## src/rtl/core/b64u_pkg.sv

```systemverilog
package b64u_pkg;

    // One result word as it sits in the output queue.
    typedef struct packed {
        logic [7:0] data_byte;
        logic       data_valid;
        logic       last;
    } t_res;

    // Configuration register byte addresses.
    localparam logic [1:0] REG_MODE = 2'd0;

    // Values of the mode register.
    localparam logic MODE_ENC = 1'b0;
    localparam logic MODE_DEC = 1'b1;

endpackage

```

## src/rtl/core/b64u_step.sv

```systemverilog
module b64u_step (
    input  logic             i_clk,
    input  logic             i_rst_n,
    input  logic             i_go,
    input  logic             i_clr,
    input  logic             i_mode,
    input  logic [7:0]       i_byte,
    input  logic             i_last,
    output b64u_pkg::t_res   o_res0,
    output b64u_pkg::t_res   o_res1,
    output logic [1:0]       o_cnt
);
    import b64u_pkg::*;

    localparam logic [7:0] CH_UP_A  = 8'h41;
    localparam logic [7:0] CH_UP_Z  = 8'h5A;
    localparam logic [7:0] CH_LO_A  = 8'h61;
    localparam logic [7:0] CH_LO_Z  = 8'h7A;
    localparam logic [7:0] CH_ZERO  = 8'h30;
    localparam logic [7:0] CH_NINE  = 8'h39;
    localparam logic [7:0] CH_DASH  = 8'h2D;
    localparam logic [7:0] CH_UNDER = 8'h5F;

    function automatic logic [7:0] sextet_to_char(input logic [5:0] v);
        logic [7:0] w;
        w = {2'b00, v};
        if (v < 6'd26) begin
            return CH_UP_A + w;
        end else if (v < 6'd52) begin
            return CH_LO_A + w - 8'd26;
        end else if (v < 6'd62) begin
            return CH_ZERO + w - 8'd52;
        end else if (v == 6'd62) begin
            return CH_DASH;
        end
        return CH_UNDER;
    endfunction

    // Bit 6 set means the character is outside the alphabet.
    function automatic logic [6:0] char_to_sextet(input logic [7:0] c);
        if (c >= CH_UP_A && c <= CH_UP_Z) begin
            return {1'b0, 6'(c - CH_UP_A)};
        end else if (c >= CH_LO_A && c <= CH_LO_Z) begin
            return {1'b0, 6'(c - CH_LO_A + 8'd26)};
        end else if (c >= CH_ZERO && c <= CH_NINE) begin
            return {1'b0, 6'(c - CH_ZERO + 8'd52)};
        end else if (c == CH_DASH) begin
            return 7'd62;
        end else if (c == CH_UNDER) begin
            return 7'd63;
        end
        return 7'd64;
    endfunction

    logic [5:0]  r_buf;
    logic [2:0]  r_pend;
    logic [5:0]  n_buf;
    logic [2:0]  n_pend;

    logic [2:0]  p;
    logic [5:0]  keep;
    logic [11:0] enc_w;
    logic [11:0] dec_w;
    logic [6:0]  sx;
    t_res        res0;
    t_res        res1;
    logic [1:0]  cnt;

    always_comb begin
        p     = (r_pend > 3'd6) ? 3'd6 : r_pend;
        keep  = r_buf & 6'((7'd1 << p) - 7'd1);
        enc_w = {keep[3:0], i_byte};
        sx    = char_to_sextet(i_byte);
        dec_w = {keep, sx[5:0]};
        res0  = '{data_byte: 8'd0, data_valid: 1'b1, last: 1'b0};
        res1  = '{data_byte: 8'd0, data_valid: 1'b1, last: 1'b0};
        cnt   = 2'd0;
        n_buf = keep;
        n_pend = p;

        if (i_mode == MODE_ENC) begin
            case (p)
                3'd0: begin
                    res0.data_byte = sextet_to_char(enc_w[7:2]);
                    cnt    = 2'd1;
                    n_pend = 3'd2;
                    n_buf  = {4'b0, enc_w[1:0]};
                end
                3'd2: begin
                    res0.data_byte = sextet_to_char(enc_w[9:4]);
                    cnt    = 2'd1;
                    n_pend = 3'd4;
                    n_buf  = {2'b0, enc_w[3:0]};
                end
                default: begin
                    res0.data_byte = sextet_to_char(enc_w[11:6]);
                    res1.data_byte = sextet_to_char(enc_w[5:0]);
                    cnt    = 2'd2;
                    n_pend = 3'd0;
                    n_buf  = 6'd0;
                end
            endcase
            // flush leftover bits, zero-filled on the right
            if (i_last && n_pend != 3'd0) begin
                res1.data_byte = (n_pend == 3'd2) ? sextet_to_char({n_buf[1:0], 4'b0})
                                                  : sextet_to_char({n_buf[3:0], 2'b0});
                cnt = 2'd2;
            end
        end else if (!sx[6]) begin
            case (p)
                3'd2: begin
                    res0.data_byte = dec_w[7:0];
                    cnt    = 2'd1;
                    n_pend = 3'd0;
                    n_buf  = 6'd0;
                end
                3'd4: begin
                    res0.data_byte = dec_w[9:2];
                    cnt    = 2'd1;
                    n_pend = 3'd2;
                    n_buf  = {4'b0, dec_w[1:0]};
                end
                3'd6: begin
                    res0.data_byte = dec_w[11:4];
                    cnt    = 2'd1;
                    n_pend = 3'd4;
                    n_buf  = {2'b0, dec_w[3:0]};
                end
                default: begin
                    n_pend = 3'd6;
                    n_buf  = sx[5:0];
                end
            endcase
        end

        if (i_last) begin
            if (cnt == 2'd0) begin
                // empty end marker
                res0 = '{data_byte: 8'd0, data_valid: 1'b0, last: 1'b1};
                cnt  = 2'd1;
            end else if (cnt == 2'd1) begin
                res0.last = 1'b1;
            end else begin
                res1.last = 1'b1;
            end
            n_pend = 3'd0;
            n_buf  = 6'd0;
        end
    end

    always_ff @(posedge i_clk) begin
        if (!i_rst_n || i_clr) begin
            r_buf  <= 6'd0;
            r_pend <= 3'd0;
        end else if (i_go) begin
            r_buf  <= n_buf;
            r_pend <= n_pend;
        end
    end

    assign o_res0 = res0;
    assign o_res1 = res1;
    assign o_cnt  = cnt;

endmodule

```

## src/rtl/core/b64u_outq.sv

```systemverilog
module b64u_outq (
    input  logic             i_clk,
    input  logic             i_rst_n,
    input  logic             i_push,
    input  b64u_pkg::t_res   i_res0,
    input  b64u_pkg::t_res   i_res1,
    input  logic [1:0]       i_cnt,
    output logic             o_room,
    output b64u_pkg::t_res   o_res,
    output logic             o_valid,
    input  logic             i_ready
);
    import b64u_pkg::*;

    t_res       r_slot [3];
    t_res       n_slot [3];
    t_res       shifted [3];
    logic [1:0] r_cnt;
    logic [1:0] n_cnt;
    logic [1:0] base;
    logic       pop;

    always_comb begin
        pop        = (r_cnt != 2'd0) && i_ready;
        base       = r_cnt - {1'b0, pop};
        // advance the queue on a pop
        shifted[0] = pop ? r_slot[1] : r_slot[0];
        shifted[1] = pop ? r_slot[2] : r_slot[1];
        shifted[2] = r_slot[2];
        for (int i = 0; i < 3; i++) begin
            n_slot[i] = shifted[i];
            if (i_push && 2'(i) == base && i_cnt != 2'd0) begin
                n_slot[i] = i_res0;
            end
            if (i_push && 2'(i) == base + 2'd1 && i_cnt == 2'd2) begin
                n_slot[i] = i_res1;
            end
        end
        n_cnt = base + (i_push ? i_cnt : 2'd0);
    end

    always_ff @(posedge i_clk) begin
        if (!i_rst_n) begin
            r_cnt <= 2'd0;
        end else begin
            r_cnt <= n_cnt;
        end
        for (int i = 0; i < 3; i++) begin
            r_slot[i] <= n_slot[i];
        end
    end

    assign o_room  = (r_cnt <= 2'd1);
    assign o_res   = r_slot[0];
    assign o_valid = (r_cnt != 2'd0);

endmodule

```

## src/rtl/core/base64url_stream_codec.sv

```systemverilog
// Streaming URL-safe base64 codec, no '=' padding.
// Input channel: i_item_valid / o_item_ready carry one word (i_in_byte, i_in_last).
// Result channel: o_res_valid / i_res_ready carry one word
// (o_out_byte, o_out_valid, o_out_last); o_out_valid low marks an empty end word.
// APB port: register at address 0, bit 0 selects mode (0 encode, 1 decode);
// a write also empties the bit buffer. Write only while the block is idle.
// An accepted word waits in the input register until the queue has room, then
// passes through the step logic into the three-entry result queue, which
// sends one result per cycle while the receiver is ready. A word moves on when
// the queue holds at most one result, so decode, which makes at most one result
// per word, takes a word every cycle while the receiver is ready, and encode,
// making one or two characters per byte, holds back the byte after one that makes two.
// Reset empties the input register, the queue and the bit buffer and selects
// encode mode. When the receiver stalls, the head result holds, the queue fills
// to two or three results, and o_item_ready drops once the input register is full.
module base64url_stream_codec (
    input  logic        i_clk,
    input  logic        i_rst_n,
    input  logic        i_item_valid,
    output logic        o_item_ready,
    input  logic [7:0]  i_in_byte,
    input  logic        i_in_last,
    output logic        o_res_valid,
    input  logic        i_res_ready,
    output logic [7:0]  o_out_byte,
    output logic        o_out_valid,
    output logic        o_out_last,
    input  logic        psel,
    input  logic        penable,
    input  logic        pwrite,
    input  logic [1:0]  paddr,
    input  logic [31:0] pwdata,
    output logic [31:0] prdata,
    output logic        pready
);
    import b64u_pkg::*;

    logic       r_mode;
    logic       r_in_valid;
    logic [7:0] r_in_byte;
    logic       r_in_last;
    logic       cfg_wr;
    logic       room;
    logic       go;
    t_res       res0;
    t_res       res1;
    t_res       head;
    logic [1:0] cnt;

    assign pready = 1'b1;
    assign cfg_wr = psel && penable && pwrite && (paddr == REG_MODE);
    assign prdata = (paddr == REG_MODE) ? {31'd0, r_mode} : 32'd0;

    always_ff @(posedge i_clk) begin
        if (!i_rst_n) begin
            r_mode <= MODE_ENC;
        end else if (cfg_wr) begin
            r_mode <= pwdata[0];
        end
    end

    assign go           = r_in_valid && room;
    assign o_item_ready = !r_in_valid || go;

    always_ff @(posedge i_clk) begin
        if (!i_rst_n) begin
            r_in_valid <= 1'b0;
        end else if (o_item_ready) begin
            r_in_valid <= i_item_valid;
        end
        if (o_item_ready && i_item_valid) begin
            r_in_byte <= i_in_byte;
            r_in_last <= i_in_last;
        end
    end

    b64u_step u_step (
        .i_clk   (i_clk),
        .i_rst_n (i_rst_n),
        .i_go    (go),
        .i_clr   (cfg_wr),
        .i_mode  (r_mode),
        .i_byte  (r_in_byte),
        .i_last  (r_in_last),
        .o_res0  (res0),
        .o_res1  (res1),
        .o_cnt   (cnt)
    );

    b64u_outq u_outq (
        .i_clk   (i_clk),
        .i_rst_n (i_rst_n),
        .i_push  (go),
        .i_res0  (res0),
        .i_res1  (res1),
        .i_cnt   (cnt),
        .o_room  (room),
        .o_res   (head),
        .o_valid (o_res_valid),
        .i_ready (i_res_ready)
    );

    assign o_out_byte  = head.data_byte;
    assign o_out_valid = head.data_valid;
    assign o_out_last  = head.last;

endmodule

```

## config.mk

```make
export PLATFORM = sky130hd
export DESIGN_NAME = base64url_stream_codec
export DESIGN_NICKNAME = d
export VERILOG_FILES = /design/src/rtl/core/b64u_pkg.sv /design/src/rtl/core/b64u_step.sv /design/src/rtl/core/b64u_outq.sv /design/src/rtl/core/base64url_stream_codec.sv
export SDC_FILE = /design/constraint.sdc
export NUM_CORES = 1
export LEC_CHECK = 0
export ABC_AREA = 1
export BUFFER_PORTS_ARGS = -buffer_cell sky130_fd_sc_hd__buf_2
export CELL_PAD_IN_SITES_DETAIL_PLACEMENT = 1
export CELL_PAD_IN_SITES_GLOBAL_PLACEMENT = 1
export CORE_UTILIZATION = 44
export DETAILED_ROUTE_END_ITERATION = 16
export GPL_ROUTABILITY_DRIVEN = 0
export MAX_ROUTING_LAYER = met4
export PLACE_DENSITY = 0.86
export SLEW_MARGIN = 40
export SYNTH_ARGS = -nofsm -noshare
export SYNTH_HDL_FRONTEND = slang
export SYNTH_SLANG_ARGS = --single-unit
```

## constraint.sdc

```tcl
create_clock -name i_clk -period 6.9 [get_ports i_clk]
set_input_delay 1.38 -clock i_clk [delete_from_list [all_inputs] [get_ports i_clk]]
set_output_delay 1.38 -clock i_clk [all_outputs]
set_load 0.02 [all_outputs]
```

==> results.json <==
{
  "status": "finished clean",
  "synthesis.area_mm2": 0.00596,
  "avgSynthCellArea_um2": 6.34,
  "die_w_um": 118,
  "nFillCells": 1865,
  "finalWorstSetupSlack_ns": 3.02,
  "critical_path.startpoint_type": "flop",
  "clock-sinks": 52,
  "drive_gt1_share_pct": 9.10,
  "cts_htree_levels": 2,
  "n_antenna_cell": 0,
  "synth_seq_cells": 52,
  "yosys-top-cells-count": "267 x nand2_1, 108 x nand3_1, 88 x inv_1",
  "netlist_instances": 940,
  "worstMarginPinSlew_ns": 0.781,
  "port_buffers": 31,
  "rrSetupSlack_ns": 3.02,
  "grt_pass1_vias": 6454,
  "nets": 1026,
  "ys_types": 47,
  "maxCapViolations": 0,
  "finalSetupViolCount": 0,
  "synth_top_cell_by_area": "edfxtp_1",
  "p_per_area_mw_per_mm2": 228,
  "regToRegStartpoint": "r_in_byte[4]",
  "place_area_mm2": 0.00601,
  "endpoint_kind": "flop",
  "vias_per_cell": 5.64,
  "die_h_um": 118,
  "ant_nets": 0,
  "swShare_pct": 43.8,
  "layout_min_cycle_time_ns": 3.88,
  "power_frac_comb_pct": 44.3,
  "synth_area_leaders": "edfxtp_1 18%, nand2_1 17%, nand3_1 9.1%, ha_1 6.7%, inv_1 5.5%",
  "die-area_mm2": 0.0140,
  "cts-hold-fix-buffers": 0,
  "synth-edff-count": 36,
  "clkPwrFrac_pct": 21.4,
  "slew_viol_final": 0,
  "insertion_delay_ns": 0.31,
  "use_met3_pct": 5.36,
  "relSlewSlack_pct": 47.4,
  "worstPathArrival_ns": 3.84,
  "dp_slack_ns": 2.86,
  "r2r_cells": 15,
  "grtUsageMet1_pct": 36.6,
  "finalClockSkew_ns": 0.00954,
  "fin_area_mm2": 0.00618,
  "worstSetupEndpoint": "u_outq.r_slot[0][7]",
  "hold_viol": 0,
  "max_freq_mhz": 258,
  "dp_hpwl_um": 15400,
  "drt_pass1_iterations": 5,
  "cts-resized-gates": 0,
  "ys_seq_area_share_pct": 23.5,
  "timing.rr.end": "u_outq.r_slot[0][7]",
  "antenna_found_initial": 0,
  "cp-startpoint": "r_in_byte[4]",
  "postCtsSetupBuffers": 0,
  "peakVddDrop_mv": 0.178,
  "clk_pin_slew_ns": 0.08,
  "rsz0062_at_grt": "no",
  "remaining_drc_errors": 0,
  "worstSetupPathType": "flop to flop",
  "busiest_layer": "met2",
  "cp_max_fo": 14,
  "grt_pass1_wl_um": 32600,
  "p_sw_mw": 0.617,
  "yosysMostFrequentCell": "nand2_1",
  "grt_max_degree": 30,
  "drtIter0Drc": 479,
  "synth-main-ff-cell": "edfxtp_1",
  "hold_class": "flop to flop",
  "synthArstFlopShare_pct": 0,
  "cts.path.max_buffers": 2,
  "core_mm2": 0.0132,
  "synth_top_area_share_pct": 18.1,
  "p_total_mw": 1.41,
  "overflow": 0,
  "cts-root-buf": "clkbuf_16",
  "leakage_nw": 2.89,
  "io_pins": 95,
  "fin_setup_tns_ns": 0,
  "initial_utilization_pct": 45.0,
  "cts_tree": "yes",
  "period_share_pct": 56.2,
  "vias": 6323,
  "use_met2_pct": 50.5,
  "utilization_pct": 46.7,
  "grt_usage_pct": 30.2,
  "std_cell_rows": 42,
  "worst_ep_required_time_ns": 6.87,
  "yosysWarnings": 0,
  "seq_power_share_pct": 34.3,
  "cts_buffers": 5,
  "areaGrowthSynthToFinish_pct": 3.72,
  "intPower_mw": 0.791,
  "routedWlPerCell_um": 17.8,
  "drt_wl_total_um": 19900
}
==> how the worst min path moves through the flow <==
stage / slack, ns / depth (start not counted) / start / to
finish: 0.47 / 2 / u_step.r_buf[5] / u_step.r_buf[5]
global route: 0.50 / 1 / u_outq.r_slot[0][21] / u_outq.r_slot[0][21]
CTS: 0.47 / 2 / u_step.r_buf[5] / u_step.r_buf[5]
detailed placement: 0.46 / 2 / u_step.r_buf[5] / u_step.r_buf[5]
global placement: 0.44 / 2 / u_outq.r_slot[0][1] / u_outq.r_slot[0][1]
floorplan: 0.43 / 2 / u_outq.r_slot[0][11] / u_outq.r_slot[0][11]
==> sequential cells by signal, indices dropped and copies added, names as in the netlist <==
| name | cells |
|---|---|
| u_outq.r_slot | 30 |
| r_in_byte | 8 |
| u_step.r_buf | 6 |
| u_step.r_pend | 3 |
| u_outq.r_cnt | 2 |
| r_in_last | 1 |
| r_in_valid | 1 |
| r_mode | 1 |
==> power by group through the flow <==
stage | Clock (mW) | Sequential, mW | Combinational (mW)
floorplan | 0 | 0.473 | 0.495
global placement | 0 | 0.481 | 0.591
detailed placement | 0 | 0.488 | 0.617
CTS | 0.303 | 0.482 | 0.621
global route | 0.310 | 0.490 | 0.692
finish | 0.301 | 0.483 | 0.624
==> layout make-up <==
class	instances	area, µm²	area share (%)
Clock buffer	6	129	2.09
Clock inverter	2	38.8	0.628
Inverter	104	398	6.44
Multi-Input combinational cell	749	3830	62.0
Sequential cell	52	1400	22.7
Tap cell	176	220	3.56
Timing Repair Buffer	32	163	2.63
==> layout by cell type (no fill, tap or decap), types with 5 or more instances in the layout <==
master,synthesis,routed
inv_2,10,11
o21ai_1,13,13
edfxtp_1,36,36
inv_1,88,87
nand3_1,108,108
ha_1,32,32
a21oi_1,53,52
nor2_2,7,8
o22ai_1,7,7
a31oi_1,5,5
o21ai_0,53,53
clkbuf_16,0,5
nor3_1,11,11
nand2_4,8,8
nand2_1,267,267
nor2_1,79,78
nand2_2,5,5
buf_2,13,31
o211ai_1,16,16
dfxtp_1,16,16
conb_1,2,32
xor2_1,16,16
nand4_1,7,7
==> per-layer routing <==
metal,vias up,wire [µm]
li1,3029,-
met1,3038,8560
met2,214,9610
met3,42,1310
met4,0,459
met5,-,0
==> stage by stage <==
step	hold WS, ns	cells
2_1_floorplan	0.429	970
6_report	0.467	1121
3_3_place_gp	0.439	1113
3_5_place_dp	0.459	1113
4_1_cts	0.470	1121
5_1_grt	0.501	1121
==> logic make-up (layout without fill, tap and decap cells) <==
logic type | after synthesis | in the layout | share of synthesized area (%)
buffers and inverters | 169 | 144 | 14.2
XOR/XNOR | 19 | 19 | 2.79
AND/OR/NAND/NOR | 509 | 509 | 38.0
flip-flops | 52 | 52 | 23.5
adder cells (fa/ha/maj) | 32 | 32 | 6.72
AO/OA/AOI/OAI | 157 | 157 | 14.6
other | 2 | 32 | 0.126
==> critical path: stages (launching register included) <==
cell and delay (ns):
edfxtp_1 0.71, clkinv_1 0.51, ha_1 0.43, inv_1 0.20, a21oi_1 0.10, nand3_1 0.13
nand2_2 0.16, nand2_4 0.13, inv_2 0.05, nand2_4 0.13, nand2_4 0.10, nand3_4 0.11
nand2_4 0.10, inv_2 0.25, nor2_2 0.07, nand2_1 0.33
No activity file was read; power rests on OpenSTA's default activity.
